<file path="config.mk">
export PLATFORM = sky130hd
export DESIGN_NAME = telemetry_frame_receiver
export DESIGN_NICKNAME = d
export VERILOG_FILES = /design/src/rtl/core/tfr_pkg.sv /design/src/rtl/core/telemetry_frame_receiver.sv /design/src/rtl/core/tfr_ram.sv
export SDC_FILE = /design/constraint.sdc
export NUM_CORES = 1
export LEC_CHECK = 0
export ABC_AREA = 0
export BUFFER_PORTS_ARGS = -buffer_cell sky130_fd_sc_hd__buf_2
export CAP_MARGIN = 20
export CORE_UTILIZATION = 56
export CTS_CLUSTER_SIZE = 14
export DETAILED_ROUTE_END_ITERATION = 8
export PLACE_DENSITY_LB_ADDON = 0.15
export SYNTH_ARGS = -nofsm -noshare
export SYNTH_HDL_FRONTEND = slang
export SYNTH_SLANG_ARGS = --single-unit
export TNS_END_PERCENT = 1
</file>
<file path="constraint.sdc">
create_clock -name clk -period 4.6 [get_ports clk]
set_input_delay 0.69 -clock clk [delete_from_list [all_inputs] [get_ports clk]]
set_output_delay 0.69 -clock clk [all_outputs]
set_load 0.005 [all_outputs]
</file>
<file path="src/rtl/core/tfr_pkg.sv">
// Shared types, constants and helper functions of the telemetry frame receiver.
package tfr_pkg;

  localparam int unsigned PAYLOAD_LEN = 23;
  localparam int unsigned PAY_AW      = $clog2(PAYLOAD_LEN);
  localparam int unsigned NUM_CHAN    = 18;
  localparam int unsigned CHAN_W      = 5;
  localparam int unsigned VALUE_W     = 17;

  localparam logic [7:0]        TELEM_TYPE = 8'hFF;
  localparam logic [CHAN_W-1:0] LAST_CHAN  = CHAN_W'(NUM_CHAN - 1);

  // Result kinds
  typedef enum logic [1:0] {
    KIND_EVENT  = 2'd0,
    KIND_TELEM  = 2'd1,
    KIND_CRCERR = 2'd2
  } kind_t;

  // Configuration register indexes
  typedef enum logic [1:0] {
    CFG_START_BYTE = 2'd0,
    CFG_CRC_POLY   = 2'd1,
    CFG_CRC_INIT   = 2'd2
  } cfg_idx_t;

  // Receive / drain sequencer
  typedef enum logic [2:0] {
    ST_RX    = 3'b001,
    ST_FETCH = 3'b010,
    ST_USE   = 3'b100
  } state_t;

  // One byte through a non-reflected CRC-8
  function automatic logic [7:0] crc_feed(input logic [7:0] acc, input logic [7:0] b,
                                          input logic [7:0] poly);
    logic [7:0] c;
    c = acc ^ b;
    for (int i = 0; i < 8; i++) begin
      c = c[7] ? ((c << 1) ^ poly) : (c << 1);
    end
    return c;
  endfunction

  // Channels built from a little-endian byte pair
  function automatic logic chan_is_word(input logic [CHAN_W-1:0] ch);
    return (ch >= CHAN_W'(1)) && (ch <= CHAN_W'(5));
  endfunction

  // Amount subtracted from the raw field to give the channel's unit
  function automatic logic signed [VALUE_W-1:0] chan_offset(input logic [CHAN_W-1:0] ch);
    logic signed [VALUE_W-1:0] off;
    unique case (ch)
      CHAN_W'(0): off = -VALUE_W'(48);
      CHAN_W'(1): off = VALUE_W'(100);
      CHAN_W'(2): off = VALUE_W'(2880);
      CHAN_W'(3): off = VALUE_W'(2880);
      CHAN_W'(5): off = VALUE_W'(3000);
      default:    off = '0;
    endcase
    return off;
  endfunction

  // Event codes with a defined meaning
  function automatic logic code_known(input logic [7:0] c);
    return ((c >= 8'd2) && (c <= 8'd7)) || (c == 8'd16);
  endfunction

endpackage

</file>
<file path="src/rtl/core/telemetry_frame_receiver.sv">
// Top level of the telemetry frame receiver: byte parser, CRC check and channel decode.
//
// Radio bytes enter one beat per cycle on the in_ channel while in_ready is high.
// While idle the block drops every byte until the start byte, then takes a type
// byte (type 0 is skipped and another awaited), 23 payload bytes when the type is
// 255, and a closing CRC-8 byte (non-reflected, no final xor, polynomial and initial
// value from cfg_). A good event frame gives one beat with its code and a known-code
// flag; a bad CRC gives one error beat; a good telemetry frame gives 18 channel beats,
// temperature first, the last one flagged. The payload sits in a 23-entry RAM with one
// read port and registered read data, and the channel burst reads it one byte at a
// time, each byte through the FETCH and then the USE state, while in_ready is low.
// The payload RAM is never cleared; each burst reads only bytes of its own frame.
module telemetry_frame_receiver (
  input  logic              clk,
  input  logic              rst_n,
  // configuration
  input  logic              cfg_we,
  input  logic [1:0]        cfg_index,
  input  logic [7:0]        cfg_data,
  // received bytes
  input  logic              in_valid,
  output logic              in_ready,
  input  logic [7:0]        in_rx_byte,
  // results
  output logic              out_valid,
  input  logic              out_ready,
  output logic [1:0]        out_kind,
  output logic [7:0]        out_code,
  output logic              out_known,
  output logic [4:0]        out_channel,
  output logic signed [16:0] out_value,
  output logic              out_last
);

  // configuration registers
  logic [7:0] start_byte_r, start_byte_nxt;
  logic [7:0] crc_poly_r,   crc_poly_nxt;
  logic [7:0] crc_init_r,   crc_init_nxt;

  // frame parser state
  tfr_pkg::state_t state_r, state_nxt;
  logic       in_frame_r,   in_frame_nxt;
  logic       have_type_r,  have_type_nxt;
  logic [7:0] frame_type_r, frame_type_nxt;
  logic [4:0] bytes_left_r, bytes_left_nxt;
  logic [7:0] crc_acc_r,    crc_acc_nxt;

  // channel drain sequencer
  logic [tfr_pkg::PAY_AW-1:0] rd_addr_r, rd_addr_nxt;
  logic [tfr_pkg::CHAN_W-1:0] ch_r,      ch_nxt;
  logic                       lo_have_r, lo_have_nxt;
  logic [7:0]                 lo_r,      lo_nxt;

  // output register
  logic                                out_valid_r,   out_valid_nxt;
  logic [1:0]                          out_kind_r,    out_kind_nxt;
  logic [7:0]                          out_code_r,    out_code_nxt;
  logic                                out_known_r,   out_known_nxt;
  logic [tfr_pkg::CHAN_W-1:0]          out_channel_r, out_channel_nxt;
  logic signed [tfr_pkg::VALUE_W-1:0]  out_value_r,   out_value_nxt;
  logic                                out_last_r,    out_last_nxt;

  // payload RAM
  logic                       ram_we, ram_re;
  logic [tfr_pkg::PAY_AW-1:0] ram_waddr;
  logic [7:0]                 ram_rdata;

  logic                               slot_free;
  logic                               in_acc;
  logic [7:0]                         crc_next_byte;
  logic                               is_word;
  logic [tfr_pkg::VALUE_W-1:0]        raw_field;
  logic signed [tfr_pkg::VALUE_W-1:0] chan_value;

  // the output register is free, or frees at this edge
  assign slot_free = !out_valid_r || out_ready;
  // take bytes only while parsing and with room for a possible result
  assign in_ready  = (state_r == tfr_pkg::ST_RX) && slot_free;
  assign in_acc    = in_valid && in_ready;

  assign crc_next_byte = tfr_pkg::crc_feed(crc_acc_r, in_rx_byte, crc_poly_r);

  // payload index of the byte in flight: 23 minus bytes still to come
  assign ram_waddr = tfr_pkg::PAY_AW'(5'(tfr_pkg::PAYLOAD_LEN) - bytes_left_r);

  // word channels pair the held low byte with the byte just read
  assign is_word    = tfr_pkg::chan_is_word(ch_r);
  assign raw_field  = is_word ? {1'b0, ram_rdata, lo_r} : {9'b0, ram_rdata};
  assign chan_value = $signed(raw_field) - tfr_pkg::chan_offset(ch_r);

  tfr_ram #(
    .Width (8),
    .Depth (tfr_pkg::PAYLOAD_LEN)
  ) u_payload_ram (
    .clk   (clk),
    .we    (ram_we),
    .waddr (ram_waddr),
    .wdata (in_rx_byte),
    .re    (ram_re),
    .raddr (rd_addr_r),
    .rdata (ram_rdata)
  );

  always_comb begin
    start_byte_nxt  = start_byte_r;
    crc_poly_nxt    = crc_poly_r;
    crc_init_nxt    = crc_init_r;
    state_nxt       = state_r;
    in_frame_nxt    = in_frame_r;
    have_type_nxt   = have_type_r;
    frame_type_nxt  = frame_type_r;
    bytes_left_nxt  = bytes_left_r;
    crc_acc_nxt     = crc_acc_r;
    rd_addr_nxt     = rd_addr_r;
    ch_nxt          = ch_r;
    lo_have_nxt     = lo_have_r;
    lo_nxt          = lo_r;
    out_valid_nxt   = out_valid_r && !out_ready;
    out_kind_nxt    = out_kind_r;
    out_code_nxt    = out_code_r;
    out_known_nxt   = out_known_r;
    out_channel_nxt = out_channel_r;
    out_value_nxt   = out_value_r;
    out_last_nxt    = out_last_r;
    ram_we          = 1'b0;
    ram_re          = 1'b0;

    // register writes; indexes beyond the list are dropped
    if (cfg_we) begin
      unique case (cfg_index)
        tfr_pkg::CFG_START_BYTE: start_byte_nxt = cfg_data;
        tfr_pkg::CFG_CRC_POLY:   crc_poly_nxt   = cfg_data;
        tfr_pkg::CFG_CRC_INIT:   crc_init_nxt   = cfg_data;
        default: ;
      endcase
    end

    unique case (state_r)
      tfr_pkg::ST_RX: begin
        if (in_acc) begin
          priority if (!in_frame_r) begin
            // hunt for the start byte, drop the rest
            if (in_rx_byte == start_byte_r) begin
              in_frame_nxt   = 1'b1;
              have_type_nxt  = 1'b0;
              frame_type_nxt = '0;
              bytes_left_nxt = '0;
              crc_acc_nxt    = crc_init_r;
            end
          end else if (!have_type_r) begin
            // type byte; a zero type is checksummed and skipped
            crc_acc_nxt = crc_next_byte;
            if (in_rx_byte != 8'd0) begin
              have_type_nxt  = 1'b1;
              frame_type_nxt = in_rx_byte;
              bytes_left_nxt = (in_rx_byte == tfr_pkg::TELEM_TYPE) ?
                               5'(tfr_pkg::PAYLOAD_LEN) : 5'd0;
            end
          end else if (bytes_left_r != 5'd0) begin
            // payload byte: store and checksum
            ram_we         = 1'b1;
            crc_acc_nxt    = crc_next_byte;
            bytes_left_nxt = bytes_left_r - 5'd1;
          end else begin
            // closing CRC byte
            in_frame_nxt  = 1'b0;
            have_type_nxt = 1'b0;
            priority if (in_rx_byte != crc_acc_r) begin
              out_valid_nxt   = 1'b1;
              out_kind_nxt    = tfr_pkg::KIND_CRCERR;
              out_code_nxt    = '0;
              out_known_nxt   = 1'b0;
              out_channel_nxt = '0;
              out_value_nxt   = '0;
              out_last_nxt    = 1'b1;
            end else if (frame_type_r != tfr_pkg::TELEM_TYPE) begin
              out_valid_nxt   = 1'b1;
              out_kind_nxt    = tfr_pkg::KIND_EVENT;
              out_code_nxt    = frame_type_r;
              out_known_nxt   = tfr_pkg::code_known(frame_type_r);
              out_channel_nxt = '0;
              out_value_nxt   = '0;
              out_last_nxt    = 1'b1;
            end else begin
              // good telemetry frame: drain the channels from the payload RAM
              state_nxt   = tfr_pkg::ST_FETCH;
              rd_addr_nxt = '0;
              ch_nxt      = '0;
              lo_have_nxt = 1'b0;
            end
          end
        end
      end

      tfr_pkg::ST_FETCH: begin
        ram_re    = 1'b1;
        state_nxt = tfr_pkg::ST_USE;
      end

      tfr_pkg::ST_USE: begin
        priority if (is_word && !lo_have_r) begin
          // hold the low byte, fetch the high one
          lo_nxt      = ram_rdata;
          lo_have_nxt = 1'b1;
          rd_addr_nxt = rd_addr_r + tfr_pkg::PAY_AW'(1);
          state_nxt   = tfr_pkg::ST_FETCH;
        end else if (slot_free) begin
          out_valid_nxt   = 1'b1;
          out_kind_nxt    = tfr_pkg::KIND_TELEM;
          out_code_nxt    = '0;
          out_known_nxt   = 1'b0;
          out_channel_nxt = ch_r;
          out_value_nxt   = chan_value;
          out_last_nxt    = (ch_r == tfr_pkg::LAST_CHAN);
          rd_addr_nxt     = rd_addr_r + tfr_pkg::PAY_AW'(1);
          ch_nxt          = ch_r + tfr_pkg::CHAN_W'(1);
          lo_have_nxt     = 1'b0;
          state_nxt       = (ch_r == tfr_pkg::LAST_CHAN) ? tfr_pkg::ST_RX : tfr_pkg::ST_FETCH;
        end else begin
          // output stalled: hold, read data stays put
        end
      end

      default: state_nxt = tfr_pkg::ST_RX;
    endcase
  end

  always_ff @(posedge clk) begin
    if (!rst_n) begin
      start_byte_r <= 8'd1;
      crc_poly_r   <= 8'd7;
      crc_init_r   <= 8'd0;
      state_r      <= tfr_pkg::ST_RX;
      in_frame_r   <= 1'b0;
      have_type_r  <= 1'b0;
      frame_type_r <= '0;
      bytes_left_r <= '0;
      crc_acc_r    <= 8'd0;
      rd_addr_r    <= '0;
      ch_r         <= '0;
      lo_have_r    <= 1'b0;
      out_valid_r  <= 1'b0;
    end else begin
      start_byte_r <= start_byte_nxt;
      crc_poly_r   <= crc_poly_nxt;
      crc_init_r   <= crc_init_nxt;
      state_r      <= state_nxt;
      in_frame_r   <= in_frame_nxt;
      have_type_r  <= have_type_nxt;
      frame_type_r <= frame_type_nxt;
      bytes_left_r <= bytes_left_nxt;
      crc_acc_r    <= crc_acc_nxt;
      rd_addr_r    <= rd_addr_nxt;
      ch_r         <= ch_nxt;
      lo_have_r    <= lo_have_nxt;
      out_valid_r  <= out_valid_nxt;
    end
  end

  // payload of the output beat and the held low byte
  always_ff @(posedge clk) begin
    lo_r          <= lo_nxt;
    out_kind_r    <= out_kind_nxt;
    out_code_r    <= out_code_nxt;
    out_known_r   <= out_known_nxt;
    out_channel_r <= out_channel_nxt;
    out_value_r   <= out_value_nxt;
    out_last_r    <= out_last_nxt;
  end

  assign out_valid   = out_valid_r;
  assign out_kind    = out_kind_r;
  assign out_code    = out_code_r;
  assign out_known   = out_known_r;
  assign out_channel = out_channel_r;
  assign out_value   = out_value_r;
  assign out_last    = out_last_r;

endmodule

</file>
<file path="src/rtl/core/tfr_ram.sv">
// Generic single-port-write, single-port-read RAM with registered read data.
module tfr_ram #(
  parameter int unsigned Width = 8,
  parameter int unsigned Depth = 16
) (
  input  logic                     clk,
  input  logic                     we,
  input  logic [$clog2(Depth)-1:0] waddr,
  input  logic [Width-1:0]         wdata,
  input  logic                     re,
  input  logic [$clog2(Depth)-1:0] raddr,
  output logic [Width-1:0]         rdata
);

  logic [Width-1:0] mem [Depth];

  always_ff @(posedge clk) begin
    if (we) begin
      mem[waddr] <= wdata;
    end
    if (re) begin
      rdata <= mem[raddr];
    end
  end

endmodule

</file>
==> results.json <==
{
  "run_status": "completed",
  "cts_made_buffers": 30,
  "power_density_mw_per_mm2": 355.5,
  "final.period_utilization": 0.9249,
  "ir_drop_mv": 0.2725,
  "synth_largest_area_cell": "sky130_fd_sc_hd__edfxtp_1",
  "stdcell_area_mm2": 0.01610,
  "drv_slew": 0,
  "hold_end": "start_byte_r[0]$_SDFFE_PN1P_",
  "number_of_antenna_violations_at_the_first_check_in_global_routing": 0,
  "cp.arrival_ps": 4550,
  "adder_cell_share_of_the_synthesized_area": 0.02232,
  "grt_usage": 0.2503,
  "leakage_nw": 5.474,
  "placement.setup.worst_slack_ps": 189.7,
  "worst_clock_skew_ps": 21.49,
  "yosys_most_used_dff": "sky130_fd_sc_hd__edfxtp_1",
  "most_instantiated_library_cell_after_synthesis": "sky130_fd_sc_hd__edfxtp_1",
  "worstSetupStartpointType": "register",
  "synth-xor-area-share": 0.05834,
  "postLayoutCoreUtil": 0.6395,
  "io_pins": 59,
  "fp.coreArea_mm2": 0.02518,
  "postCtsSetupBuffers": 0,
  "ys_ff_latch": 296,
  "fin_total_pwr_mw": 5.725,
  "synthesis.yosys.warnings": 0,
  "initial_core_util": 0.5698,
  "synth_enable_flop_cells": 234,
  "reg2reg_slack_ps": 350,
  "total_via_count_after_detailed_routing": 9370,
  "cts_num_sinks": 296,
  "postCtsResizedCells": 0,
  "timing.slew.headroom": 0.3726,
  "synth_top_cell_area_share": 0.4898,
  "htreeDepth": 1,
  "post_detailed_placement_half_perimeter_wirelength_mm": 21.37,
  "endpoint_kind": "register",
  "hold_viol_final": 0,
  "synth_seq_area_share": 0.5763,
  "postSynthNetCount": 1196,
  "dr.pass1.iters": 5,
  "timing.fmax_mhz": 235.1,
  "max-clock-path-buffers": 3,
  "drive_gt1_frac": 0.1814,
  "cts_tree": "yes",
  "cts.root.buffer_cell": "sky130_fd_sc_hd__clkbuf_16",
  "ctsHoldBuffers": 0,
  "hold_start": "cfg_data[0]",
  "r2r_end": "out_value[16]$_SDFFCE_PN0P_",
  "max-cap-violations": 0,
  "postPlaceCellArea_mm2": 0.01509,
  "critical_path_class": "reg -> reg",
  "global_route_wire_length_before_repair_mm": 50.52,
  "routed_wire_length_per_instance_um": 20.37,
  "synth_simple_gate_area_share": 0.1264,
  "timing.reg2reg.worst_path_depth": 20,
  "req_time_crit_path_ps": 4900,
  "routed_via_density": 5.987,
  "worst_margin_pin_slew_ps": 937.7,
  "synthArstFlopShare": 0,
  "synth_area_leaders": "sky130_fd_sc_hd__edfxtp_1 (49%), sky130_fd_sc_hd__dfxtp_1 (8.7%), sky130_fd_sc_hd__mux4_2 (7.5%), sky130_fd_sc_hd__mux2i_1 (3.1%), sky130_fd_sc_hd__nor2_1 (2.9%)",
  "worstHoldPathCells": 3,
  "place_congestion": 0.9223,
  "synth_compound_area_frac": 0.08136,
  "fill_cells": 1913,
  "reg2reg_from": "ch_r[1]$_SDFFE_PN0P_",
  "grt_setup_unrepaired": "false",
  "syn-instance-count": 1148,
  "clock_pin_slew_worst_setup_and_hold_paths_ps": 60,
  "placement_rows": 58,
  "final_nets": 1260,
  "die_y_um": 162.1,
  "drt_drc_violations_left": 0,
  "synth.cell_area_mm2": 0.01435,
  "post-route-worst-setup-slack_ps": 345.7,
  "dp_cells": 1510,
  "die_width_um": 162.1,
  "min_path_type": "in -> reg",
  "layout-area-overhead-vs-synth_pct": 12.23,
  "combinational_family_with_the_most_area_after_synthesis": "simple AND/OR/NAND/NOR gates",
  "portBuffers": 58,
  "finish.cell_count_without_fillers": 1565,
  "detailedRoute.firstIterationViolations": 873,
  "crit_fanout": 7,
  "worstSkewPairLatency_ps": 570,
  "yosys-mux-area-fraction": 0.1107,
  "die_footprint_mm2": 0.02627,
  "avgSynthCellArea_um2": 12.50,
  "timing.final.crit_period_ps": 4254,
  "totalWireLength_mm": 31.88,
  "fin_hold_ws_ps": 405.2,
  "grt_pass1_vias": 9124,
  "setup_violations": 0,
  "fin_tns_setup_ps": 0,
  "antennaDiodeCount": 0,
  "detail-route-antenna-nets": 0,
  "yosys-top-cells-count": "sky130_fd_sc_hd__edfxtp_1 (234), sky130_fd_sc_hd__nor2_1 (111), sky130_fd_sc_hd__nand2_1 (99)",
  "largest_net_degree_at_the_start_of_global_routing": 42,
  "grt-ovfl-total": 0,
  "post_synth_num_cell_types": 76
}
[layer usage]
metal | up-vias | share of wire | global-route usage
met2 | 269 | 0.48 | 0.4107
met1 | 4632 | 0.43 | 0.3469
li1 | 4410 | - | -
met4 | 0 | 0.026 | 0.07590
met5 | - | 0 | 0
met3 | 59 | 0.058 | 0.03652
[cell type report]
type	instances	area, um^2	share of cell area
multi-input cells	763	5728	0.3557
clock inverters	13	138.9	0.008625
flip-flops and latches	296	8273	0.5138
repair buffers	94	570.5	0.03543
inverters	27	101.3	0.006294
clock buffers	42	878.3	0.05455
well taps	330	412.9	0.02564
[registers in the layout (all words and copies together) (netlist names), 5 cells and up]
register / flops
bytes_left_r: 5
ch_r: 5
crc_acc_r: 8
crc_init_r: 8
crc_poly_r: 8
frame_type_r: 8
lo_r: 8
out_channel: 5
out_code: 8
out_value: 17
rd_addr_r: 5
start_byte_r: 8
u_payload_ram.mem: 184
u_payload_ram.rdata: 8
[kinds of logic after synthesis]
kind of cell | after synthesis
DFF | 296
buffers and inverters | 89
xor gates and xnor gates | 77
adders and majority gates | 25
muxes | 98
and+or+nand+nor | 377
AOI/OAI and AO/OA | 186
[how the worst max path moves through the flow]
| stage | slack [ps] | to | depth (start not counted) | from |
|---|---|---|---|---|
| 2_1_floorplan | 140 | out_channel[0]$_SDFFCE_PN0P_ | 10 | in_rx_byte[7] |
| 3_3_place_gp | 290 | crc_acc_r[4]$_SDFFE_PN0P_ | 13 | in_rx_byte[5] |
| 3_5_place_dp | 190 | crc_acc_r[4]$_SDFFE_PN0P_ | 13 | in_rx_byte[5] |
| 4_1_cts | 360 | out_value[16]$_SDFFCE_PN0P_ | 20 | ch_r[1]$_SDFFE_PN0P_ |
| 5_1_grt | 9 | out_value[16]$_SDFFCE_PN0P_ | 20 | ch_r[1]$_SDFFE_PN0P_ |
| 6_report | 350 | out_value[16]$_SDFFCE_PN0P_ | 20 | ch_r[1]$_SDFFE_PN0P_ |
[report_power, final]
| part | switching [mW] | total (mW) | internal [mW] |
|---|---|---|---|
| sequential | 0.0130 | 2.89 | 2.88 |
| combinational | 0.222 | 0.381 | 0.159 |
| clock | 1.00 | 2.45 | 1.45 |
[critical path, cell delays in order (launching register included)]
cell                      delay, ps
sky130_fd_sc_hd__dfxtp_1        420
sky130_fd_sc_hd__inv_1          110
sky130_fd_sc_hd__ha_1           260
sky130_fd_sc_hd__o21a_1         250
sky130_fd_sc_hd__mux2i_1        200
sky130_fd_sc_hd__ha_1           190
sky130_fd_sc_hd__inv_1           50
sky130_fd_sc_hd__fa_1           410
sky130_fd_sc_hd__a21o_1         180
sky130_fd_sc_hd__a21oi_1        210
sky130_fd_sc_hd__o21ai_0        110
sky130_fd_sc_hd__a21oi_1        220
sky130_fd_sc_hd__o21ai_0        110
sky130_fd_sc_hd__a21oi_1        220
sky130_fd_sc_hd__o21ai_0        110
sky130_fd_sc_hd__a21oi_1        220
sky130_fd_sc_hd__o21ai_0        110
sky130_fd_sc_hd__a21oi_1        230
sky130_fd_sc_hd__o21ai_0        160
sky130_fd_sc_hd__xnor2_1        170
sky130_fd_sc_hd__nor2_1          50
[layout by cell type, fill, tap and decap left out, types with 7 or more instances in the layout]
cell type                   netlist  layout
sky130_fd_sc_hd__a21oi_1         66      66
sky130_fd_sc_hd__a211oi_1         9       9
sky130_fd_sc_hd__xor2_1          27      27
sky130_fd_sc_hd__and3_1          20      20
sky130_fd_sc_hd__nand4_1         11      11
sky130_fd_sc_hd__nor3_1          21      21
sky130_fd_sc_hd__nor2_1         111     110
sky130_fd_sc_hd__nand2b_1        16      16
sky130_fd_sc_hd__mux2i_1         45      45
sky130_fd_sc_hd__and2_1          15      15
sky130_fd_sc_hd__xnor2_1         35      35
sky130_fd_sc_hd__nand3_1         34      34
sky130_fd_sc_hd__nand2_1         99      99
sky130_fd_sc_hd__inv_1           27      27
sky130_fd_sc_hd__ha_1            24      24
sky130_fd_sc_hd__edfxtp_1       234     234
sky130_fd_sc_hd__o21ai_0         48      48
sky130_fd_sc_hd__clkinv_2         0       7
sky130_fd_sc_hd__buf_2            4      59
sky130_fd_sc_hd__buf_4            2      34
sky130_fd_sc_hd__mux4_2          48      48
sky130_fd_sc_hd__dfxtp_1         62      60
sky130_fd_sc_hd__a31oi_1          7       7
sky130_fd_sc_hd__clkbuf_16        0      32
sky130_fd_sc_hd__nor4_1          10      10
sky130_fd_sc_hd__xnor3_1          8       8
No activity file was read; power rests on OpenSTA's default activity.
